===== config.mk =====
export PLATFORM = sky130hd
export DESIGN_NAME = lts_front
export DESIGN_NICKNAME = d
export VERILOG_FILES = /design/src/lts_pkg.sv /design/src/lts_front.sv
export SDC_FILE = /design/constraint.sdc
export NUM_CORES = 1
export LEC_CHECK = 0
export ABC_AREA = 1
export BUFFER_PORTS_ARGS = -buffer_cell sky130_fd_sc_hd__buf_2
export CORE_UTILIZATION = 30
export DETAILED_ROUTE_END_ITERATION = 8
export PLACE_DENSITY = 0.62
export SLEW_MARGIN = 10
export SYNTH_ARGS = -nofsm -noshare
export SYNTH_HDL_FRONTEND = slang
export SYNTH_SLANG_ARGS = --single-unit

===== constraint.sdc =====
create_clock -name clk -period 8.3 [get_ports clk]
set_clock_uncertainty 0.2 [all_clocks]
set_input_delay 0 -clock clk [delete_from_list [all_inputs] [get_ports clk]]
set_output_delay 0 -clock clk [all_outputs]
set_load 0.03 [all_outputs]

===== src/lts_pkg.sv =====
// Shared types and constants for the LED text scroll column engine.
// No dependencies; imported by every module of the block.
package lts_pkg;

    typedef enum logic [1:0] {
        OP_BYTE  = 2'd0,
        OP_TICK  = 2'd1,
        OP_GLYPH = 2'd2,
        OP_WIDTH = 2'd3
    } op_t;

    typedef enum logic [2:0] {
        ST_IDLE,
        ST_DRAIN_REQ,
        ST_DRAIN_CHK,
        ST_GLYPH_REQ,
        ST_GLYPH_OUT
    } state_t;

    // Classified word handed from the front to the back.
    typedef struct packed {
        op_t         op;
        logic [7:0]  value_byte;
        logic [7:0]  glyph_code;
        logic [2:0]  glyph_column;
        logic [63:0] column_pixels;
        logic [3:0]  glyph_width;   // already clamped to 1..MAX_GLYPH_WIDTH
        logic        write_ok;      // glyph/width write lands inside the store
    } item_t;

    typedef struct packed {
        logic [63:0] red_column;
        logic [63:0] green_column;
        logic [63:0] blue_column;
        logic        screen_blank;
        logic        overflow;
    } res_t;

    localparam int          CMDQ_DEPTH        = 2;
    localparam int          CMDQ_AW           = 1;
    localparam logic [7:0]  COLOR_CMD_MAX     = 8'h0F;
    localparam logic [3:0]  BLANK_SCREEN_COLS = 4'd8;
    localparam logic [3:0]  RESET_LEVEL       = 4'd2;
    localparam logic [3:0]  DEFAULT_WIDTH     = 4'd1;

    // Each pixel byte times a 4-bit level, kept to 8 bits.
    function automatic logic [63:0] scale_column(input logic [63:0] px,
                                                 input logic [3:0] level);
        logic [63:0] r;
        logic [11:0] prod;
        r = '0;
        for (int row = 0; row < 8; row++)
        begin
            prod = px[8*row +: 8] * level;
            r[8*row +: 8] = prod[7:0];
        end
        return r;
    endfunction

endpackage


===== src/lts_front.sv =====
// Front end: accepts input words, classifies them and holds them in a
// two-entry command queue for the back end. Depends on lts_pkg.
module lts_front import lts_pkg::*; #(
    parameter int MAX_GLYPH_WIDTH = 8,
    parameter int CHAR_COUNT      = 256
) (
    input  logic        clk,
    input  logic        rst_n,
    input  logic        push,
    output logic        full,
    input  logic [1:0]  command,
    input  logic [7:0]  value_byte,
    input  logic [7:0]  glyph_code,
    input  logic [2:0]  glyph_column,
    input  logic [63:0] column_pixels,
    input  logic [3:0]  glyph_width,
    output logic        cmd_valid,
    output item_t       cmd_item,
    input  logic        cmd_pop
);

    item_t                queue_reg [CMDQ_DEPTH];
    logic [CMDQ_AW-1:0]   wr_ptr_reg;
    logic [CMDQ_AW-1:0]   rd_ptr_reg;
    logic [CMDQ_AW:0]     count_reg;
    item_t                item_in;
    logic                 do_push;
    logic                 do_pop;

    always_comb
    begin
        item_in.op            = op_t'(command);
        item_in.value_byte    = value_byte;
        item_in.glyph_code    = glyph_code;
        item_in.glyph_column  = glyph_column;
        item_in.column_pixels = column_pixels;
        if (glyph_width == 4'd0)
            item_in.glyph_width = DEFAULT_WIDTH;
        else if (int'(glyph_width) > MAX_GLYPH_WIDTH)
            item_in.glyph_width = 4'(MAX_GLYPH_WIDTH);
        else
            item_in.glyph_width = glyph_width;
        case (op_t'(command))
            OP_GLYPH: item_in.write_ok = (int'(glyph_code) < CHAR_COUNT) &&
                                         (int'(glyph_column) < MAX_GLYPH_WIDTH);
            OP_WIDTH: item_in.write_ok = (int'(glyph_code) < CHAR_COUNT);
            default:  item_in.write_ok = 1'b0;
        endcase
    end

    assign full      = (count_reg == (CMDQ_AW+1)'(CMDQ_DEPTH));
    assign cmd_valid = (count_reg != '0);
    assign cmd_item  = queue_reg[rd_ptr_reg];
    assign do_push   = push && !full;
    assign do_pop    = cmd_pop && cmd_valid;

    always_ff @(posedge clk)
    begin
        if (do_push)
            queue_reg[wr_ptr_reg] <= item_in;
    end

    always_ff @(posedge clk or negedge rst_n)
    begin
        if (!rst_n)
        begin
            wr_ptr_reg <= '0;
            rd_ptr_reg <= '0;
            count_reg  <= '0;
        end
        else
        begin
            if (do_push)
                wr_ptr_reg <= wr_ptr_reg + 1'b1;
            if (do_pop)
                rd_ptr_reg <= rd_ptr_reg + 1'b1;
            if (do_push && !do_pop)
                count_reg <= count_reg + 1'b1;
            else if (do_pop && !do_push)
                count_reg <= count_reg - 1'b1;
        end
    end

endmodule


==> results of run 1 <==
routing by layer:
metal  up-vias  routed length, um  global-route usage, %
li1       2271                  -                      -
met1      2165               6500                   14.8
met2       117               7730                   23.4
met3        15                630                   3.52
met4         0                240                   5.34
met5         -                  0                      0
synthesized netlist by cell type:
library cell  count  share of area [%]
a21oi_1           1              0.073
buf_6             1               0.16
edfxtp_1        180                 79
buf_2             9               0.66
dfrtp_1           4                1.5
nor2_1            4               0.22
nand2_2           1              0.091
nand4_1           1              0.091
nor2_2            2               0.18
inv_1             9               0.49
o21ai_0           1              0.073
xnor2_1           1               0.13
ha_1              1               0.18
nand3_1           2               0.15
clkbuf_1          2               0.11
clkbuf_8          9                1.8
nand2_1         280                 15
inv_2             1              0.055
stage by stage:
step / util (%) / setup WS (ps) / instance area [um^2] / cells / power, W
2_1_floorplan: - / 3220 / 6860 / 509 / 0.00231
3_3_place_gp: 36.2 / 5610 / 8000 / 957 / 0.00265
3_5_place_dp: 36.2 / 5580 / 8000 / 957 / 0.00267
4_1_cts: 43.3 / 5110 / 9580 / 1083 / 0.00357
5_1_grt: 43.4 / 4960 / 9580 / 1084 / 0.00372
6_report: 43.4 / 5210 / 9580 / 1084 / 0.00353
power by group through the flow:
stage / sequential, W / clock [W] / combinational (W)
6_report: 0.00135 / 0.000866 / 0.00131
5_1_grt: 0.00137 / 0.000923 / 0.00143
4_1_cts: 0.00135 / 0.000890 / 0.00133
3_5_place_dp: 0.00137 / 0 / 0.00130
3_3_place_gp: 0.00137 / 0 / 0.00129
2_1_floorplan: 0.00135 / 0 / 0.000959
what timing repair did:
| action | 4_1_cts | 5_1_grt |
|---|---|---|
| hold endpoints to repair | 188 | 0 |
| hold buffers | 94 | 0 |
| setup endpoints to repair | 0 | 0 |
kinds of logic after synthesis:
| family | synth area share, % |
|---|---|
| fa+ha+maj | 0.182 |
| buf+inv | 3.28 |
| compound gates | 0.146 |
| xor+xnor | 0.128 |
| simple gates | 16.0 |
| flops | 80.2 |
worst register-to-register path, cell delays in order, from the launching register on:
cell     delay, ps
dfrtp_1        380
inv_1          120
o21ai_0        170
nor2_4         110
buf_4          490
buf_4          710
worst paths after layout:
| path | to | slack [ps] | cells after the start |
|---|---|---|---|
| max in group asynchronous | rd_ptr_reg | 7430 | 3 |
| setup reg to reg | queue_reg[1][4] | 5720 | 5 |
| min in group asynchronous | count_reg[0] | 270 | 3 |
| hold / removal | queue_reg[0][80] | 100 | 2 |
| setup / recovery | cmd_item[53] | 5210 | 5 |
| hold reg to reg | count_reg[1] | 280 | 2 |
area by class of cell:
type / count / area [um^2] / share of cell area (%)
clock inverters: 15 / 210 / 2.19
multi-input cells: 294 / 1140 / 11.9
diodes: 1 / 2.50 / 0.0261
clock buffers: 17 / 425 / 4.44
inverters: 10 / 41.3 / 0.431
flip-flops and latches: 184 / 5510 / 57.5
repair buffers: 283 / 1900 / 19.8
well taps: 280 / 350 / 3.66
==> qor.yml, run 1 <==
dr.pass1.iters: 4
final_common_cell: "nand2_1"
crit_slowest_cell: "dfrtp_4"
rsz0062_at_grt: "false"
cp_max_fo: 50
drive_gt1_share_pct: 28.4
cts-root-buf: "clkbuf_16"
cp_common_cell: "nand2_1"
fin_crit_ps: 3090
dp_hpwl_um: 8730
viasPerCell: 4.21
largest_register_ffs: 180
syn_area_um2: 6860
num_vias: 4568
pin_count: 185
initial_core_util_pct: 31.1
cp.required_ps: 8100
cts.sinks: 184
crit_chain: "clkinv_2, buf_4, nand2_1, nand2_1, buf_2"
max_stage_delay_ps: 750
clock_path_buffers: 2
crit_path_start: "rd_ptr_reg"
first_global_vias: 4653
track_usage_pct: 13.1
max_freq_mhz: 323
routedWlPerCell_um: 13.9
netlist_instances: 509
chipWidth_um: 153
drv_slew: 0
worstHoldStart: "value_byte[0]"
pwr-share-clk_pct: 24.5
clkSlewWorstSetupHoldPaths_ps: 70
cp.arrival_ps: 2890
crit_buf_inv: 3
wl_um: 15100
cts_setup_buffers: 0
seqPwrFrac_pct: 38.2
most-common-layout-cells: "280 x nand2_1, 184 x buf_2, 180 x edfxtp_1, 94 x dlygate4sd3_1, 17 x clkbuf_16"
avgSynthCellArea_um2: 13.5
combinationalPowerShare_pct: 37.3
antenna_left: 0
syn_to_final_growth_pct: 39.6
fp-row-count: 54
clkLatencyLatePin_ps: 420
fp.dieH_um: 153
cts-resized-gates: 0
grt_pass1_wl_um: 23500
initialDrtViolationCount: 213
drc: 0
hold_viol_final: 0
grt_max_degree: 51
whs_ps: 102
yosysUniqueCellTypes: 18
synth_seq_cells: 184
cp_top_family: "buffers and inverters"
place.gp.congestion: 0.710
synth_warnings: 0
synth_nets: 603
die_area_um2: 23500
n_fill_cell: 2020
setup_viol: 0
fin_nets: 884
cts_tree: "built"
r2r-start: "count_reg[1]"
period_share_pct: 37.3
cap_violations: 0
port_buffers: 184
htreeDepth: 4
peakVddDrop_uv: 152
finalSetupTns_ps: 0
p_leak_nw: 4.09
grt_overflow: 0
swShare_pct: 40.9
tightest_slew_ps: 674
cts_made_buffers: 17
antenna_found_initial: 1
hold_class: "primary input to register"
startpoint_type: "register"
relSlewSlack_pct: 55.0
status: "finished clean"
power.switching_w: 0.00144
p_int_w: 0.00208
seq_area_frac_synth_pct: 80.2
endpoint_kind: "output port"
core_area_um2: 22100
powerDensity_nw_per_um2: 368
critPathKind: "register to output port"
Note: power is estimated with default switching activity, not from simulation.
==> inputs of run 2 (changes only) <==
- clock period: 8.3 -> 3.25 ns (I/O delays scaled with it)
==> run 2 against run 1 <==
Effect of this change:
- largest cell class unchanged
- critical path type unchanged
- first-iteration DRC count grew 15%
- core utilization is 0.091 points higher
- die area unchanged
- setup slack worse by 4400 ps
- critical endpoint is now cmd_item[55]
- clock power rose to 2.5 times the previous value
==> qor.yml, run 2 (same netlist as run 1, synthesis figures left out) <==
status: "finished clean"
fin_crit_ps: 2430
fp-row-count: 54  # unchanged
initialDrtViolationCount: 245  # +15%
antenna_left: 0  # unchanged
syn_to_final_growth_pct: 39.9
chipWidth_um: 153  # unchanged
grt_pass1_wl_um: 23600  # +0.21%
cp.required_ps: 3050  # -5050 ps
drc: 0  # unchanged
final_common_cell: "nand2_1"
endpoint_kind: "output port"
diodes: 0  # -1
pin_count: 185  # unchanged
finalSetupTns_ps: 0  # unchanged
startpoint_type: "register"
setup_viol: 0  # unchanged
hold_class: "primary input to register"
regArea_um2: 5510  # unchanged
clock_path_buffers: 2  # unchanged
num_vias: 4589  # +0.46%
routedWlPerCell_um: 13.9  # -0.16%
initial_core_util_pct: 31.1  # unchanged
drive_gt1_share_pct: 28.2  # -0.21 points
swShare_pct: 39.9  # -0.98 points
combinationalPowerShare_pct: 37.9  # +0.6 points
cp_max_fo: 61  # +22%
clkLatencyLatePin_ps: 410  # about the same
largest_register_ffs: 180  # unchanged
track_usage_pct: 13.1  # +0.015 points
dr.pass1.iters: 4  # unchanged
fin_util_pct: 43.4  # +0.091 points
p_leak_nw: 4.09  # about the same
wl_um: 15100  # -0.34%
pwr-share-clk_pct: 24.2  # -0.3 points
place.gp.congestion: 0.736  # +3.8%
cap_violations: 0  # unchanged
period_share_pct: 74.8
place_area_um2: 8040  # +0.56%
crit_slowest_cell: "buf_4"
cts_made_buffers: 17  # unchanged
cts_hold_buffers: 93  # -1.1%
n_fill_cell: 2007  # -0.64%
first_global_vias: 4677  # +0.52%
dp_hpwl_um: 8870  # +1.7%
cp.arrival_ps: 2230  # -660 ps
power.switching_w: 0.00359  # +150%
viasPerCell: 4.24  # +0.65%
antenna_found_initial: 0  # -1
port_buffers: 184  # unchanged
fp.dieH_um: 153  # unchanged
max_freq_mhz: 411
peakVddDrop_uv: 390  # +160%
hold_viol_final: 0  # unchanged
cp_common_cell: "nand2_1"
final_area_um2: 9600  # +0.21%
relSlewSlack_pct: 51.1  # -4.0 points
grt_overflow: 0  # unchanged
cts.sinks: 184  # unchanged
grt_max_degree: 91  # +78%
rsz0062_at_grt: "false"
powerDensity_nw_per_um2: 938  # +150%
seqPwrFrac_pct: 37.9  # -0.3 points
fin_nets: 884  # unchanged
clkSlewWorstSetupHoldPaths_ps: 70  # about the same
cts_setup_buffers: 0  # unchanged
die_area_um2: 23500  # unchanged
multiInputGateArea_um2: 1140  # unchanged
tightest_slew_ps: 734  # +59.4 ps
crit_chain: "buf_4, nand2_1, nand2_1, buf_2"
cts-root-buf: "clkbuf_16"
max_stage_delay_ps: 660  # -90 ps
cts_tree: "built"
critPathKind: "register to output port"
core_area_um2: 22100  # unchanged
most-common-layout-cells: "280 x nand2_1, 184 x buf_2, 180 x edfxtp_1, 93 x dlygate4sd3_1, 17 x clkbuf_16"
drv_slew: 0  # unchanged
htreeDepth: 4  # unchanged
cts-resized-gates: 0  # unchanged
p_int_w: 0.00541  # +160%
-- run 2: routing by layer --
layer | vias to the layer above | wire length, um | part of all wire (%) | global-route usage [%]
met4 | 0 | 107 | 0.71 | 3.56
met1 | 2194 | 6390 | 42 | 15.3
met5 | - | 0 | 0 | 0
met2 | 122 | 7830 | 52 | 23.4
li1 | 2265 | - | - | -
met3 | 8 | 723 | 4.8 | 3.86
-- run 2: path summary, 6_finish.rpt --
path,slack (ps),from,depth (start not counted),end
min,100,column_pixels[5],2,queue_reg[0][10]
max,820,rd_ptr_reg,4,cmd_item[55]
max reg2reg,1250,count_reg[1],6,queue_reg[0][64]
min reg2reg,280,count_reg[1],2,count_reg[1]
max in group asynchronous,2340,rst_n,3,rd_ptr_reg
min in group asynchronous,310,rst_n,3,count_reg[1]
-- run 2: critical path: cells and delay by family, from the launching register on --
family | cells | cell delay, ps
buffers and inverters | 2 | 860
DFF | 1 | 640
and+or+nand+nor | 2 | 260
-- run 2: cell type report --
type	count	share of cell area (%)
Timing Repair Buffer	283	20.2
Sequential cell	184	57.4
Multi-Input combinational cell	294	11.9
Inverter	10	0.430
Clock buffer	18	4.47
Tap cell	280	3.65
Clock inverter	13	2.02
-- run 2: metrics by stage --
stage	hold slack [ps]	instances	setup slack (ps)	total power, W
after CTS	73.7	1082	748	0.00914
after global placement	-388	958	1220	0.00681
final	103	1082	818	0.00900
after floorplan	-496	509	91.8	0.00587
after detailed placement	-388	958	1200	0.00684
after global routing	75.2	1082	648	0.00951
-- run 2: power by group through the flow --
stage / combinational, W / clock, W / sequential, W
after floorplan: 0.00246 / 0 / 0.00341
after global placement: 0.00336 / 0 / 0.00346
after detailed placement: 0.00337 / 0 / 0.00347
after CTS: 0.00347 / 0.00225 / 0.00342
after global routing: 0.00372 / 0.00233 / 0.00346
final: 0.00341 / 0.00218 / 0.00341
